$ cat src/sv/bse_pkg.sv
// ----------------------------------------------------------------------------
// bse_pkg
// Shared constants, controller states and command/status types of the byte
// entropy block.
// ----------------------------------------------------------------------------
`default_nettype none

package bse_pkg;

    localparam int MAX_LEN_BITS = 20;
    localparam int CNT_W        = MAX_LEN_BITS + 1;
    localparam int NUM_BINS     = 256;
    localparam int BIN_W        = 8;
    localparam int FRAC_BITS    = 16;
    localparam int EXP_W        = 5;
    localparam int LOG_W        = EXP_W + FRAC_BITS;
    localparam int SUM_W        = CNT_W + LOG_W;
    localparam int M_W          = 32;
    localparam int M_FRAC       = 30;
    localparam int ENT_W        = 20;
    localparam int ITER_W       = 5;
    localparam int DIV_CNT_W    = 6;

    localparam logic [CNT_W-1:0] MAX_LEN     = CNT_W'(1) << MAX_LEN_BITS;
    localparam logic [LOG_W-1:0] ENTROPY_MAX = LOG_W'(8) << FRAC_BITS;

    typedef enum logic [3:0] {
        S_IDLE,
        S_RD,
        S_WR,
        S_BIN_RD,
        S_BIN_CHK,
        S_LOG,
        S_MAC,
        S_NLOG_ST,
        S_NLOG,
        S_DIV,
        S_FIN
    } state_t;

    typedef struct packed {
        logic capture;
        logic byte_rd;
        logic byte_wr;
        logic bin_start;
        logic bin_rd;
        logic bin_next;
        logic log_f;
        logic log_n;
        logic mac;
        logic div_start;
        logic load_out;
    } cmd_t;

    typedef struct packed {
        logic last;
        logic bin_zero;
        logic bin_last;
        logic log_busy;
        logic div_busy;
        logic out_full;
    } status_t;

endpackage

`default_nettype wire

$ cat src/sv/bse_ctrl.sv
// ----------------------------------------------------------------------------
// bse_ctrl
// Sequencer: byte read-modify-write, bin sweep, log of the count, divide and
// result load.
// ----------------------------------------------------------------------------
`default_nettype none

module bse_ctrl (
    input  wire logic             clk,
    input  wire logic             rst_n,
    input  wire logic             in_valid,
    output logic                  in_ready,
    output bse_pkg::cmd_t         cmd,
    input  wire bse_pkg::status_t status
);
    import bse_pkg::*;

    state_t state_reg, state_next;

    always_ff @(posedge clk or negedge rst_n)
    begin
        if (!rst_n)
        begin
            state_reg <= S_IDLE;
        end
        else
        begin
            state_reg <= state_next;
        end
    end

    always_comb
    begin
        state_next = state_reg;
        cmd        = '0;
        in_ready   = 1'b0;
        unique case (state_reg)
            S_IDLE:
            begin
                in_ready = 1'b1;
                if (in_valid)
                begin
                    cmd.capture = 1'b1;
                    state_next  = S_RD;
                end
            end
            S_RD:
            begin
                cmd.byte_rd = 1'b1;
                state_next  = S_WR;
            end
            S_WR:
            begin
                cmd.byte_wr = 1'b1;
                if (status.last)
                begin
                    cmd.bin_start = 1'b1;
                    state_next    = S_BIN_RD;
                end
                else
                begin
                    state_next = S_IDLE;
                end
            end
            S_BIN_RD:
            begin
                cmd.bin_rd = 1'b1;
                state_next = S_BIN_CHK;
            end
            S_BIN_CHK:
            begin
                if (!status.bin_zero)
                begin
                    cmd.log_f  = 1'b1;
                    state_next = S_LOG;
                end
                else if (status.bin_last)
                begin
                    state_next = S_NLOG_ST;
                end
                else
                begin
                    cmd.bin_next = 1'b1;
                    state_next   = S_BIN_RD;
                end
            end
            S_LOG:
            begin
                if (!status.log_busy)
                begin
                    state_next = S_MAC;
                end
            end
            S_MAC:
            begin
                cmd.mac = 1'b1;
                if (status.bin_last)
                begin
                    state_next = S_NLOG_ST;
                end
                else
                begin
                    cmd.bin_next = 1'b1;
                    state_next   = S_BIN_RD;
                end
            end
            S_NLOG_ST:
            begin
                cmd.log_n  = 1'b1;
                state_next = S_NLOG;
            end
            S_NLOG:
            begin
                if (!status.log_busy)
                begin
                    cmd.div_start = 1'b1;
                    state_next    = S_DIV;
                end
            end
            S_DIV:
            begin
                if (!status.div_busy)
                begin
                    state_next = S_FIN;
                end
            end
            S_FIN:
            begin
                // hold until the previous result has been taken
                if (!status.out_full)
                begin
                    cmd.load_out = 1'b1;
                    state_next   = S_IDLE;
                end
            end
            default:
            begin
                state_next = S_IDLE;
            end
        endcase
    end

endmodule

`default_nettype wire

$ cat config.mk
export PLATFORM = sky130hd
export DESIGN_NAME = bse_ctrl
export DESIGN_NICKNAME = d
export VERILOG_FILES = /design/src/sv/bse_pkg.sv /design/src/sv/bse_ctrl.sv
export SDC_FILE = /design/constraint.sdc
export NUM_CORES = 1
export LEC_CHECK = 0
export BUFFER_PORTS_ARGS = -buffer_cell sky130_fd_sc_hd__buf_2
export CAP_MARGIN = 40
export CELL_PAD_IN_SITES_DETAIL_PLACEMENT = 1
export CELL_PAD_IN_SITES_GLOBAL_PLACEMENT = 1
export CORE_UTILIZATION = 30
export CTS_CLUSTER_DIAMETER = 50
export DETAILED_ROUTE_END_ITERATION = 10
export GPL_TIMING_DRIVEN = 0
export PLACE_DENSITY = 0.78
export SYNTH_ARGS = -nofsm -noshare
export SYNTH_HDL_FRONTEND = slang
export SYNTH_SLANG_ARGS = --single-unit
$ cat constraint.sdc
create_clock -name clk -period 2.35 [get_ports clk]
set_clock_uncertainty 0.15 [all_clocks]
set_input_delay 0.235 -clock clk [delete_from_list [all_inputs] [get_ports clk]]
set_output_delay 0.235 -clock clk [all_outputs]
set_load 0.05 [all_outputs]
-- Yosys cells after proc, flatten, opt, wreduce, memory -nomap -nowiden
Cells that the tools add are included.
- add/subtract/negate cells: 0
- multiply operators: 0
- divide/modulo/power cells: 0
- $lt $le $gt $ge: 0
- eq/ne operators: 15
- shift-type cells: 0
- mux-type cells: 27
- bitwise gates (word level): 0
- reductions and logical operators: 2
- operator list (operator ; count):
    one-hot mux 4 bit (11 select lines) ; 1
    two-way mux 4 bit ; 5
    equality test 4 x 3 -> 1 bit (second input constant) ; 4
    two-way mux 1 bit ; 16
    equality test 4 bit (second input constant) ; 3
    inequality test 2 bit (second input constant) ; 5
    equality test 4 x 2 -> 1 bit (second input constant) ; 2
    two-way mux 3 bit ; 2
    AND reduction 5 bit ; 1
    equality test 4 x 1 -> 1 bit (second input constant) ; 1
    zero test 4 bit ; 1
    two-way mux 2 bit ; 2
    one-hot mux 1 bit (2 select lines) ; 1
- bits in registers: 4
- latch bits: 0
- memory bits (writable): 0
- memory bits (read-only): 0
- input port bits: 9
- output and inout bits: 12
- logic and storage cells: 45
- memories kept: 0

-- Logic depth before layout (Yosys ltp)
Gate-level depths: netlist of the first run.
- word-level depth: 3
- depth in mapped cells: 5
- gate-level depth less buffers: 4

-- Worst setup path after synthesis of the first run
No wires, ideal clock.
- path type: reg2out
- from: reg state_reg[1]
- to: out cmd[10] (netlist name)
- arrival: 2.756 ns
- data required time: 1.965 ns
- setup slack: -0.791 ns
- stages on the path, launching flop included: 4
- buffers on the path: 1
- path through: dfrtp_1 > buf_2 > nor4_1 > and2_1
- RTL lines (what ; line ; RTL):
    start: declaration ; bse_ctrl.sv:18 ; state_t state_reg, state_next;
    start signal: assignment ; bse_ctrl.sv:28 ; state_reg <= state_next;
    end: declaration ; bse_ctrl.sv:13 ; output bse_pkg::cmd_t cmd,

==> flow_summary.toml, run 1 <==
[flow_run]
max_cap_violations = 0

[grt]
grt_overflow_total = 0
antenna_found_initial = 0
grt_pass1_wl_um = 1830
gr-usage-all-layers_pct = 18.4
maximum_number_of_pins_on_one_net_before_global_route_repair = 11
grt_pass1_vias = 404

[run_status]
run_status = "finished clean"

[floorplanning]
die_area_um2 = 1480
initial_core_util_pct = 34.2
count_of_standard_cell_rows = 12
die_height_um = 38.5
num_io_pins = 21
core_ar_um2 = 1170
die_w_um = 38.5

[yosys]
synthXorXnorAreaFrac_pct = 2.19
synth_cell_types = 24
post_synth.cell_area_avg_um2 = 7.85
synth_mux_area_share_pct = 5.62
yosys_warnings = 0
synth.yosys.seq_area_share_pct = 25.0
postSynthRegisterBits = 4
synth_cells = 51
synthesis.area_um2 = 400
synth_fp_nets = 60
adder_and_majority_gate_portion_of_the_synthesized_area_pct = 0
post_synth_and_or_nand_nor_area_fraction_pct = 40.6
synth_compound_gate_area_share_pct = 18.4
synth_top_family_by_area = "simple AND/OR/NAND/NOR gates"

[worst_setup_path]
crit_required_ns = 1.97
timing_worst_setup_path_type = "flip-flop to primary output"
cp_data_arrival_time_ns = 1.69
critical_path.max_fanout = 10
critPathLaunchType = "flip-flop"
end_kind = "primary output"

[drt]
dr_drc_count = 0
route.detailed.wl_per_inst_um = 13.5
num_vias = 461
first_pass_iteration_count_of_the_detailed_router = 2
antenna_left = 0
drt-initial-drc-count = 1
drt-vias-per-instance = 5.18
routed_wirelength_um = 1200

[timing]
setup_viol_count_final = 0
finalHoldWorstSlack_ns = 0.110
fin_crit_sh_pct = 88.3
final_period_minus_worst_setup_slack_ns = 2.08
max_slew_margin_pct = 75.9
worst_pin_slew_ns = 0.362
slew_viol_final = 0
final-hold-violation-count = 0
fmax_mhz = 482
grt_setup_unrepaired = "no"

[clocking]
worst_skew_late_latency_ns = 0.25
clk_transition_reported_paths_ns = 0.04
cts_tree = "built"
post_cts_resize_count = 0
cts.htree.levels = 1
cts_buffer_count = 3
root_buffer = "clkbuf_4"
clock_sink_count = 4
clockBufferDepth = 2

[layout]
post_route_cells_drive_above_1_share_pct = 46.7
layout-area-overhead-vs-synth_pct = 41.9
max_ffs_per_register = 4
filler_cell_count = 155
final_cells = 89
final_net_count = 86
multi_input_comb_area_um2 = 285
seq_area_um2 = 100
antennaDiodeCount = 0
layout.core_utilization_pct = 48.5

[placement]
io_buffer_count = 20
final_wtd_congestion = 0.725
dpl.hpwl_um = 938
dp_cells = 85

[power]
power.ir.vdd_worst_uv = 599
p_leak_nw = 0.277
power-per-cell-area_nw_per_um2 = 1670

[worst_hold_path]
hp-class = "input port to flip-flop"
[cell usage after synthesis]
| library cell | instances | area [µm²] |
|---|---|---|
| a211oi_1 | 1 | 7.51 |
| a21oi_1 | 4 | 20.0 |
| a31oi_1 | 1 | 6.26 |
| and2_1 | 2 | 12.5 |
| buf_2 | 2 | 10.0 |
| buf_4 | 1 | 7.51 |
| buf_6 | 1 | 11.3 |
| clkbuf_1 | 1 | 3.75 |
| dfrtp_1 | 4 | 100 |
| mux2_1 | 1 | 11.3 |
| mux2_2 | 1 | 11.3 |
| nand2_1 | 4 | 15.0 |
| nand2b_1 | 3 | 18.8 |
| nand2b_4 | 2 | 27.5 |
| nor2_1 | 6 | 22.5 |
| nor2b_1 | 1 | 6.26 |
| nor3_1 | 4 | 20.0 |
| nor4_1 | 4 | 25.0 |
| nor4b_1 | 1 | 8.76 |
| o21ai_0 | 3 | 15.0 |
| o22a_1 | 1 | 8.76 |
| o32ai_2 | 1 | 16.3 |
| or2_2 | 1 | 6.26 |
| xor2_1 | 1 | 8.76 |
[kinds of logic after synthesis]
family	after synthesis
compound gates	11
xor+xnor	1
simple gates	28
flops	4
buf+inv	5
mux	2
[cell type report]
| cell class | count | share of cell area (%) |
|---|---|---|
| tap | 14 | 3.08 |
| clock buffer | 3 | 3.96 |
| multi-input combinational | 42 | 50.2 |
| sequential | 4 | 17.6 |
| timing repair buffer | 21 | 19.4 |
| buffer | 5 | 5.73 |
[per-layer routing]
| layer | wire (µm) | up-vias | track usage, % |
|---|---|---|---|
| met4 | 27 | 0 | 10.3 |
| met1 | 537 | 213 | 24.8 |
| met2 | 588 | 17 | 29.6 |
| li1 | - | 228 | - |
| met3 | 50 | 3 | 0 |
| met5 | 0 | - | 0 |
[worst max-delay path: stages (launching register included)]
cell and delay [ns]:
dfrtp_1 0.35, clkbuf_1 0.31, buf_2 0.29, nor4b_2 0.20, buf_2 0.30
[cell usage in the layout (no fill, tap or decap), types with 2 or more instances in the layout]
| cell | n |
|---|---|
| buf_2 | 22 |
| nand2b_4 | 2 |
| and2_1 | 2 |
| nand2b_1 | 3 |
| dfrtp_1 | 4 |
| nor3_1 | 3 |
| nor4_1 | 3 |
| a21oi_1 | 4 |
| clkbuf_4 | 3 |
| o21ai_0 | 3 |
| nor2_1 | 6 |
| nand2_1 | 4 |
[power by group]
part           total (mW)  internal [mW]  leakage (nW)  switching, mW
combinational       0.707          0.238         0.213          0.469
clock              0.0935         0.0577        0.0138         0.0358
sequential          0.146          0.103        0.0508         0.0422
total               0.946          0.399         0.277          0.547
[stage by stage]
stage,total power [mW],TNS [ns],setup WS (ns),instance area [µm²]
floorplan,0.710,-1.00,-0.280,418
global placement,0.837,0,0.589,536
finish,0.946,0,0.275,568
CTS,0.951,0,0.265,568
global route,0.999,0,0.172,568
detailed placement,0.858,0,0.505,536
[path summary, 6_finish.rpt]
| path | cells after the start | slack [ns] | start | endpoint |
|---|---|---|---|---|
| worst max-delay path | 4 | 0.27 | state_reg[0] | cmd[9] |
| worst min-delay path | 3 | 0.11 | status[0] | state_reg[1] |
| worst max register to register | 4 | 0.51 | state_reg[0] | state_reg[0] |
| worst min register to register | 2 | 0.54 | state_reg[3] | state_reg[2] |
| max in group asynchronous | 2 | 1.73 | rst_n | state_reg[2] |
| min in group asynchronous | 2 | 0.19 | rst_n | state_reg[3] |
[timing repair]
item / CTS / global route
setup buffers: 0 / 0
hold endpoints to repair: 4 / 0
hold buffers: 1 / 0
endpoints found under the setup margin: 0 / 0
(Power assumes the default switching activity.)
==> run 2: changes to the inputs <==
- ABC_AREA: unset -> 1
- PLACE_DENSITY: 0.78 -> 0.8
==> flow_summary.toml, run 2 <==
[worst_setup_path]
critPathLaunchType = "flip-flop"
critical_path.cell_chain = "buf_4 > nor2_2 > nand2_1 > or2_1 > inv_1 > buf_2"
timing_worst_setup_path_type = "flip-flop to primary output"
slowest_cell_on_the_critical_path = "dfrtp_1"
critical_path.max_fanout = 8
cell_family_contributing_the_most_delay_on_the_critical_path = "simple AND/OR/NAND/NOR gates"
cp_data_arrival_time_ns = 1.56
crit_required_ns = 1.97
max_stage_delay_ns = 0.35
end_kind = "primary output"
worstPathBufferInverterCount = 3

[power]
power.ir.vdd_worst_uv = 763
p_leak_nw = 0.376
power-per-cell-area_nw_per_um2 = 1590

[floorplanning]
die_area_um2 = 1580
die_w_um = 39.7
core_ar_um2 = 1320
die_height_um = 39.7
initial_core_util_pct = 32.4
count_of_standard_cell_rows = 13
num_io_pins = 21

[yosys]
top_cell_type_by_total_area_after_synthesis = "dfrtp_1"
number_of_enable_flip_flop_cells_after_synthesis = 0
synthTopCellsByCount = "nand3_1 (12), nand2_1 (11), inv_1 (9), nor2_1 (7), nor2_2 (6)"
synthesis.area_um2 = 427
synthMostInstantiatedCell = "nand3_1"
synth_fp_nets = 79
yosys_warnings = 0
postSynthRegisterBits = 4
synth_cells = 70
synth_cell_types = 17
synth.yosys.seq_area_share_pct = 23.5
synth_largest_type_area_fraction_pct = 23.5
post_synth.cell_area_avg_um2 = 6.10
yosys_most_used_dff = "dfrtp_1"
async_reset_ff_share_pct = 100
synth_top_cells_by_area = "dfrtp_1 (23%), nand3_1 (14%), nand2_1 (9.7%), nor2_2 (8.8%), inv_1 (7.9%)"

[grt]
maximum_number_of_pins_on_one_net_before_global_route_repair = 9
antenna_found_initial = 0
grt_pass1_wl_um = 1930
grt_overflow_total = 0
gr-usage-all-layers_pct = 18.7
grt_pass1_vias = 481

[timing]
final_period_minus_worst_setup_slack_ns = 1.94
fin_crit_sh_pct = 82.8
fin_tns_setup_ns = 0
slew_viol_final = 0
max_slew_margin_pct = 79.4
setup_viol_count_final = 0
fmax_mhz = 514
final-hold-violation-count = 0
worst_pin_slew_ns = 0.307
grt_setup_unrepaired = "no"

[clocking]
worst_skew_late_latency_ns = 0.23
clk_transition_reported_paths_ns = 0.04
post_cts_resize_count = 0
clockBufferDepth = 2
post_cts_hold_buffer_count = 1
cts_buffer_count = 3
clock_sink_count = 4
root_buffer = "clkbuf_4"
cts.htree.levels = 1
cts_tree = "built"
cts.repair_timing.setup_buffer_count = 0

[flow_run]
max_cap_violations = 0

[drt]
drt-vias-per-instance = 4.82
drt-initial-drc-count = 6
num_vias = 525
first_pass_iteration_count_of_the_detailed_router = 4
antenna_left = 0
dr_drc_count = 0
route.detailed.wl_per_inst_um = 11.0
routed_wirelength_um = 1200

[layout]
post_route_cells_drive_above_1_share_pct = 43.6
final_net_count = 105
filler_cell_count = 185
antennaDiodeCount = 0
max_ffs_per_register = 4
layout.core_utilization_pct = 43.9
layout-area-overhead-vs-synth_pct = 35.5
layout_commonest_cell = "buf_2"
mostFrequentLayoutCells = "buf_2 (20), nand3_1 (12), nand2_1 (11)"

[placement]
io_buffer_count = 20
final_wtd_congestion = 0.841
dpl.hpwl_um = 990

[run_status]
run_status = "finished clean"

[worst_hold_path]
hp-class = "input port to flip-flop"
run 2: cell types whose count changed in the layout (fill, tap and decap cells not counted), moves of 3 or more:
cell,delta
nand2b_1,-3
nand2_2,+4
inv_2,+4
nand3_1,+12
nand2_1,+7
inv_1,+9
a21oi_1,-4
nor4_1,-3
nor2_2,+6
run 2: final timing paths:
kind                               from      endpoint  slack (ns)  cells past startpoint
setup reg to reg           state_reg[3]  state_reg[0]        0.92                      6
hold / removal                status[0]  state_reg[1]        0.16                      3
hold reg to reg            state_reg[3]  state_reg[3]        0.46                      2
max in group asynchronous         rst_n  state_reg[1]        1.75                      2
min in group asynchronous         rst_n  state_reg[3]        0.19                      2
setup / recovery           state_reg[0]        cmd[4]        0.41                      6
run 2: cell type report:
cell class                 instances  area [µm²]  share of cell area, %
timing repair buffer              21         110                   19.0
sequential                         4         100                   17.3
multi-input combinational         50         255                   44.2
clock buffer                       3        22.5                   3.90
buffer                             2        18.8                   3.25
inverter                          14        52.6                   9.09
tap                               15        18.8                   3.25
run 2: metrics by stage:
step | instances | hold WS [ns] | cell area (µm²) | power, mW | worst slack, ns
floorplan | 70 | -0.211 | 427 | 0.689 | 0.214
global placement | 105 | -0.111 | 546 | 0.825 | 0.633
detailed placement | 105 | -0.111 | 546 | 0.838 | 0.640
CTS | 109 | 0.162 | 578 | 0.926 | 0.393
global route | 109 | 0.176 | 578 | 1.00 | 0.302
finish | 109 | 0.164 | 578 | 0.918 | 0.405
run 2: metal layers:
layer	vias up	share of wire (%)	track usage [%]	wire (µm)
li1	268	-	-	-
met1	240	46	23.0	550
met2	15	50	29.1	598
met3	2	2.4	3.41	29
met4	0	1.6	12.1	19
met5	-	0	0	0
run 2: worst min-delay path, stage by stage:
cell and delay (ns):
buf_2 0.11, nand3_2 0.10, nand2_1 0.06
run 2: kinds of logic after synthesis:
kind of cell / share of synthesized area [%]
flip-flops: 23.5
AO/OA/AOI/OAI: 5.28
AND/OR/NAND/NOR: 54.5
buffers and inverters: 16.7
run 2: where the power goes:
| part | leakage, nW | internal (mW) | switching, mW | total, mW |
|---|---|---|---|---|
| sequential | 0.0513 | 0.103 | 0.0304 | 0.134 |
| combinational | 0.311 | 0.187 | 0.516 | 0.703 |
| clock | 0.0138 | 0.0569 | 0.0244 | 0.0813 |
==> run 3: changes to the inputs <==
- CORE_UTILIZATION: 30 -> 27
- PLACE_DENSITY: 0.8 -> 0.73
- clock period: 2.35 -> 1.85 ns (I/O delays scaled with it)
==> flow_summary.toml, run 3 (same netlist as run 2, synthesis figures left out) <==
[timing]
setup_viol_count_final = 0
final-hold-violation-count = 0
max_slew_margin_pct = 82.6
grt_setup_unrepaired = "yes"
worst_pin_slew_ns = 0.261
final_period_minus_worst_setup_slack_ns = 1.76
fmax_mhz = 568
fin_crit_sh_pct = 95.2
slew_viol_final = 0

[power]
power_mw = 1.25
power.ir.vdd_worst_uv = 970
power-per-cell-area_nw_per_um2 = 2040
p_leak_nw = 0.385

[floorplanning]
die_area_um2 = 1740
die_height_um = 41.8
num_io_pins = 21
core_ar_um2 = 1380
die_w_um = 41.8
initial_core_util_pct = 30.9
count_of_standard_cell_rows = 13

[worst_setup_path]
crit_required_ns = 1.51
cp_data_arrival_time_ns = 1.43
timing_worst_setup_path_type = "flip-flop to primary output"
end_kind = "primary output"
critical_path.max_fanout = 6
critical_path.cell_chain = "nor2_4 > o211ai_1 > nor2_1 > buf_2"
slowest_cell_on_the_critical_path = "dfrtp_1"
critPathLaunchType = "flip-flop"
max_stage_delay_ns = 0.46

[worst_hold_path]
hp-class = "input port to flip-flop"

[clocking]
clk_transition_reported_paths_ns = 0.04
clockBufferDepth = 2
cts_buffer_count = 3
clock_sink_count = 4
worst_skew_late_latency_ns = 0.24
cts.htree.levels = 1
cts_tree = "built"
root_buffer = "clkbuf_4"

[layout]
final_net_count = 106
final_cells = 110
mostFrequentLayoutCells = "buf_2 (17), nand3_1 (12), nand2_1 (11)"
antennaDiodeCount = 0
layout.core_utilization_pct = 44.3
max_ffs_per_register = 4
seq_area_um2 = 100
final_design_area_no_fill_um2 = 613
multi_input_comb_area_um2 = 268
layout_commonest_cell = "buf_2"
post_route_cells_drive_above_1_share_pct = 45.3
filler_cell_count = 194
layout-area-overhead-vs-synth_pct = 43.7

[placement]
final_wtd_congestion = 0.848
detailed_place.area_um2 = 546
io_buffer_count = 20
dpl.hpwl_um = 1050
dp_cells = 105

[grt]
grt_pass1_wl_um = 2220
global_route.peak_usage_layer = "met2"
grt_overflow_total = 0
grtUsageMet3_pct = 2.61
maximum_number_of_pins_on_one_net_before_global_route_repair = 9
groute.layer.met2.usage_pct = 26.3
grt_pass1_vias = 530
gr-usage-all-layers_pct = 16.2
antenna_found_initial = 0
grt_use_met1_pct = 21.6

[run_status]
run_status = "finished clean"

[drt]
routed_wirelength_um = 1280
route.detailed.wl_per_inst_um = 11.6
drt-initial-drc-count = 10
first_pass_iteration_count_of_the_detailed_router = 4
num_vias = 535
dr_drc_count = 0
antenna_left = 0
drt-vias-per-instance = 4.86

[flow_run]
max_cap_violations = 0
==> run 3: cell types whose count changed in the layout (fill, tap and decap cells not counted) <==
cell and change:
buf_2 -3, buf_6 +2, clkbuf_4 +2, nor2_1 -1, nor2_2 -1, nor2_4 +2
==> run 3: layout make-up <==
class	count	share of cell area (%)
Tap cell	15	3.06
Multi-Input combinational cell	50	43.7
Sequential cell	4	16.3
Buffer	2	3.67
Inverter	14	8.57
Clock buffer	3	3.67
Timing Repair Buffer	22	21.0
==> run 3: power breakdown <==
| group | switching (mW) | internal (mW) | total (mW) |
|---|---|---|---|
| registers | 0.0465 | 0.131 | 0.178 |
| logic | 0.682 | 0.282 | 0.964 |
| clock network | 0.0374 | 0.0727 | 0.110 |
| total | 0.765 | 0.486 | 1.25 |
==> run 3: stage by stage <==
stage	TNS, ns	worst slack [ns]	hold slack, ns
CTS	0	0.0196	0.114
global placement	0	0.183	-0.161
detailed placement	0	0.138	-0.158
floorplan	-0.471	-0.236	-0.261
global route	-0.0300	-0.0300	0.118
finish	0	0.0887	0.110
==> run 3: worst max-delay path: cells and delay by family, from the launching register on <==
family | cells | cell delay (ns)
buf+inv | 1 | 0.26
compound gates | 1 | 0.14
flops | 1 | 0.46
simple gates | 2 | 0.33
==> run 3: worst paths after layout <==
check                               endpoint  cells after the start         start  slack, ns
worst max-delay path                  cmd[5]                      4  state_reg[3]       0.09
worst min-delay path            state_reg[2]                      3     status[3]       0.11
worst max register to register  state_reg[0]                      9  state_reg[1]       0.43
worst min register to register  state_reg[3]                      2  state_reg[3]       0.49
max in group asynchronous       state_reg[1]                      2         rst_n       1.30
min in group asynchronous       state_reg[0]                      2         rst_n       0.13
==> run 3: metal layers <==
layer  share of wire (%)  routed length [µm]
met4                 1.0                  13
met1                  45                 573
met5                   0                   0
met2                  50                 646
met3                 3.7                  48
==> run 3: what timing repair did <==
action | 4_1_cts | 5_1_grt
resized for setup | 4 | 4
endpoints found under the setup margin | 1 | 3
pin swaps | 0 | 1
endpoints found under the hold margin | 4 | 0
setup buffers | 0 | 1
hold buffers | 1 | 0
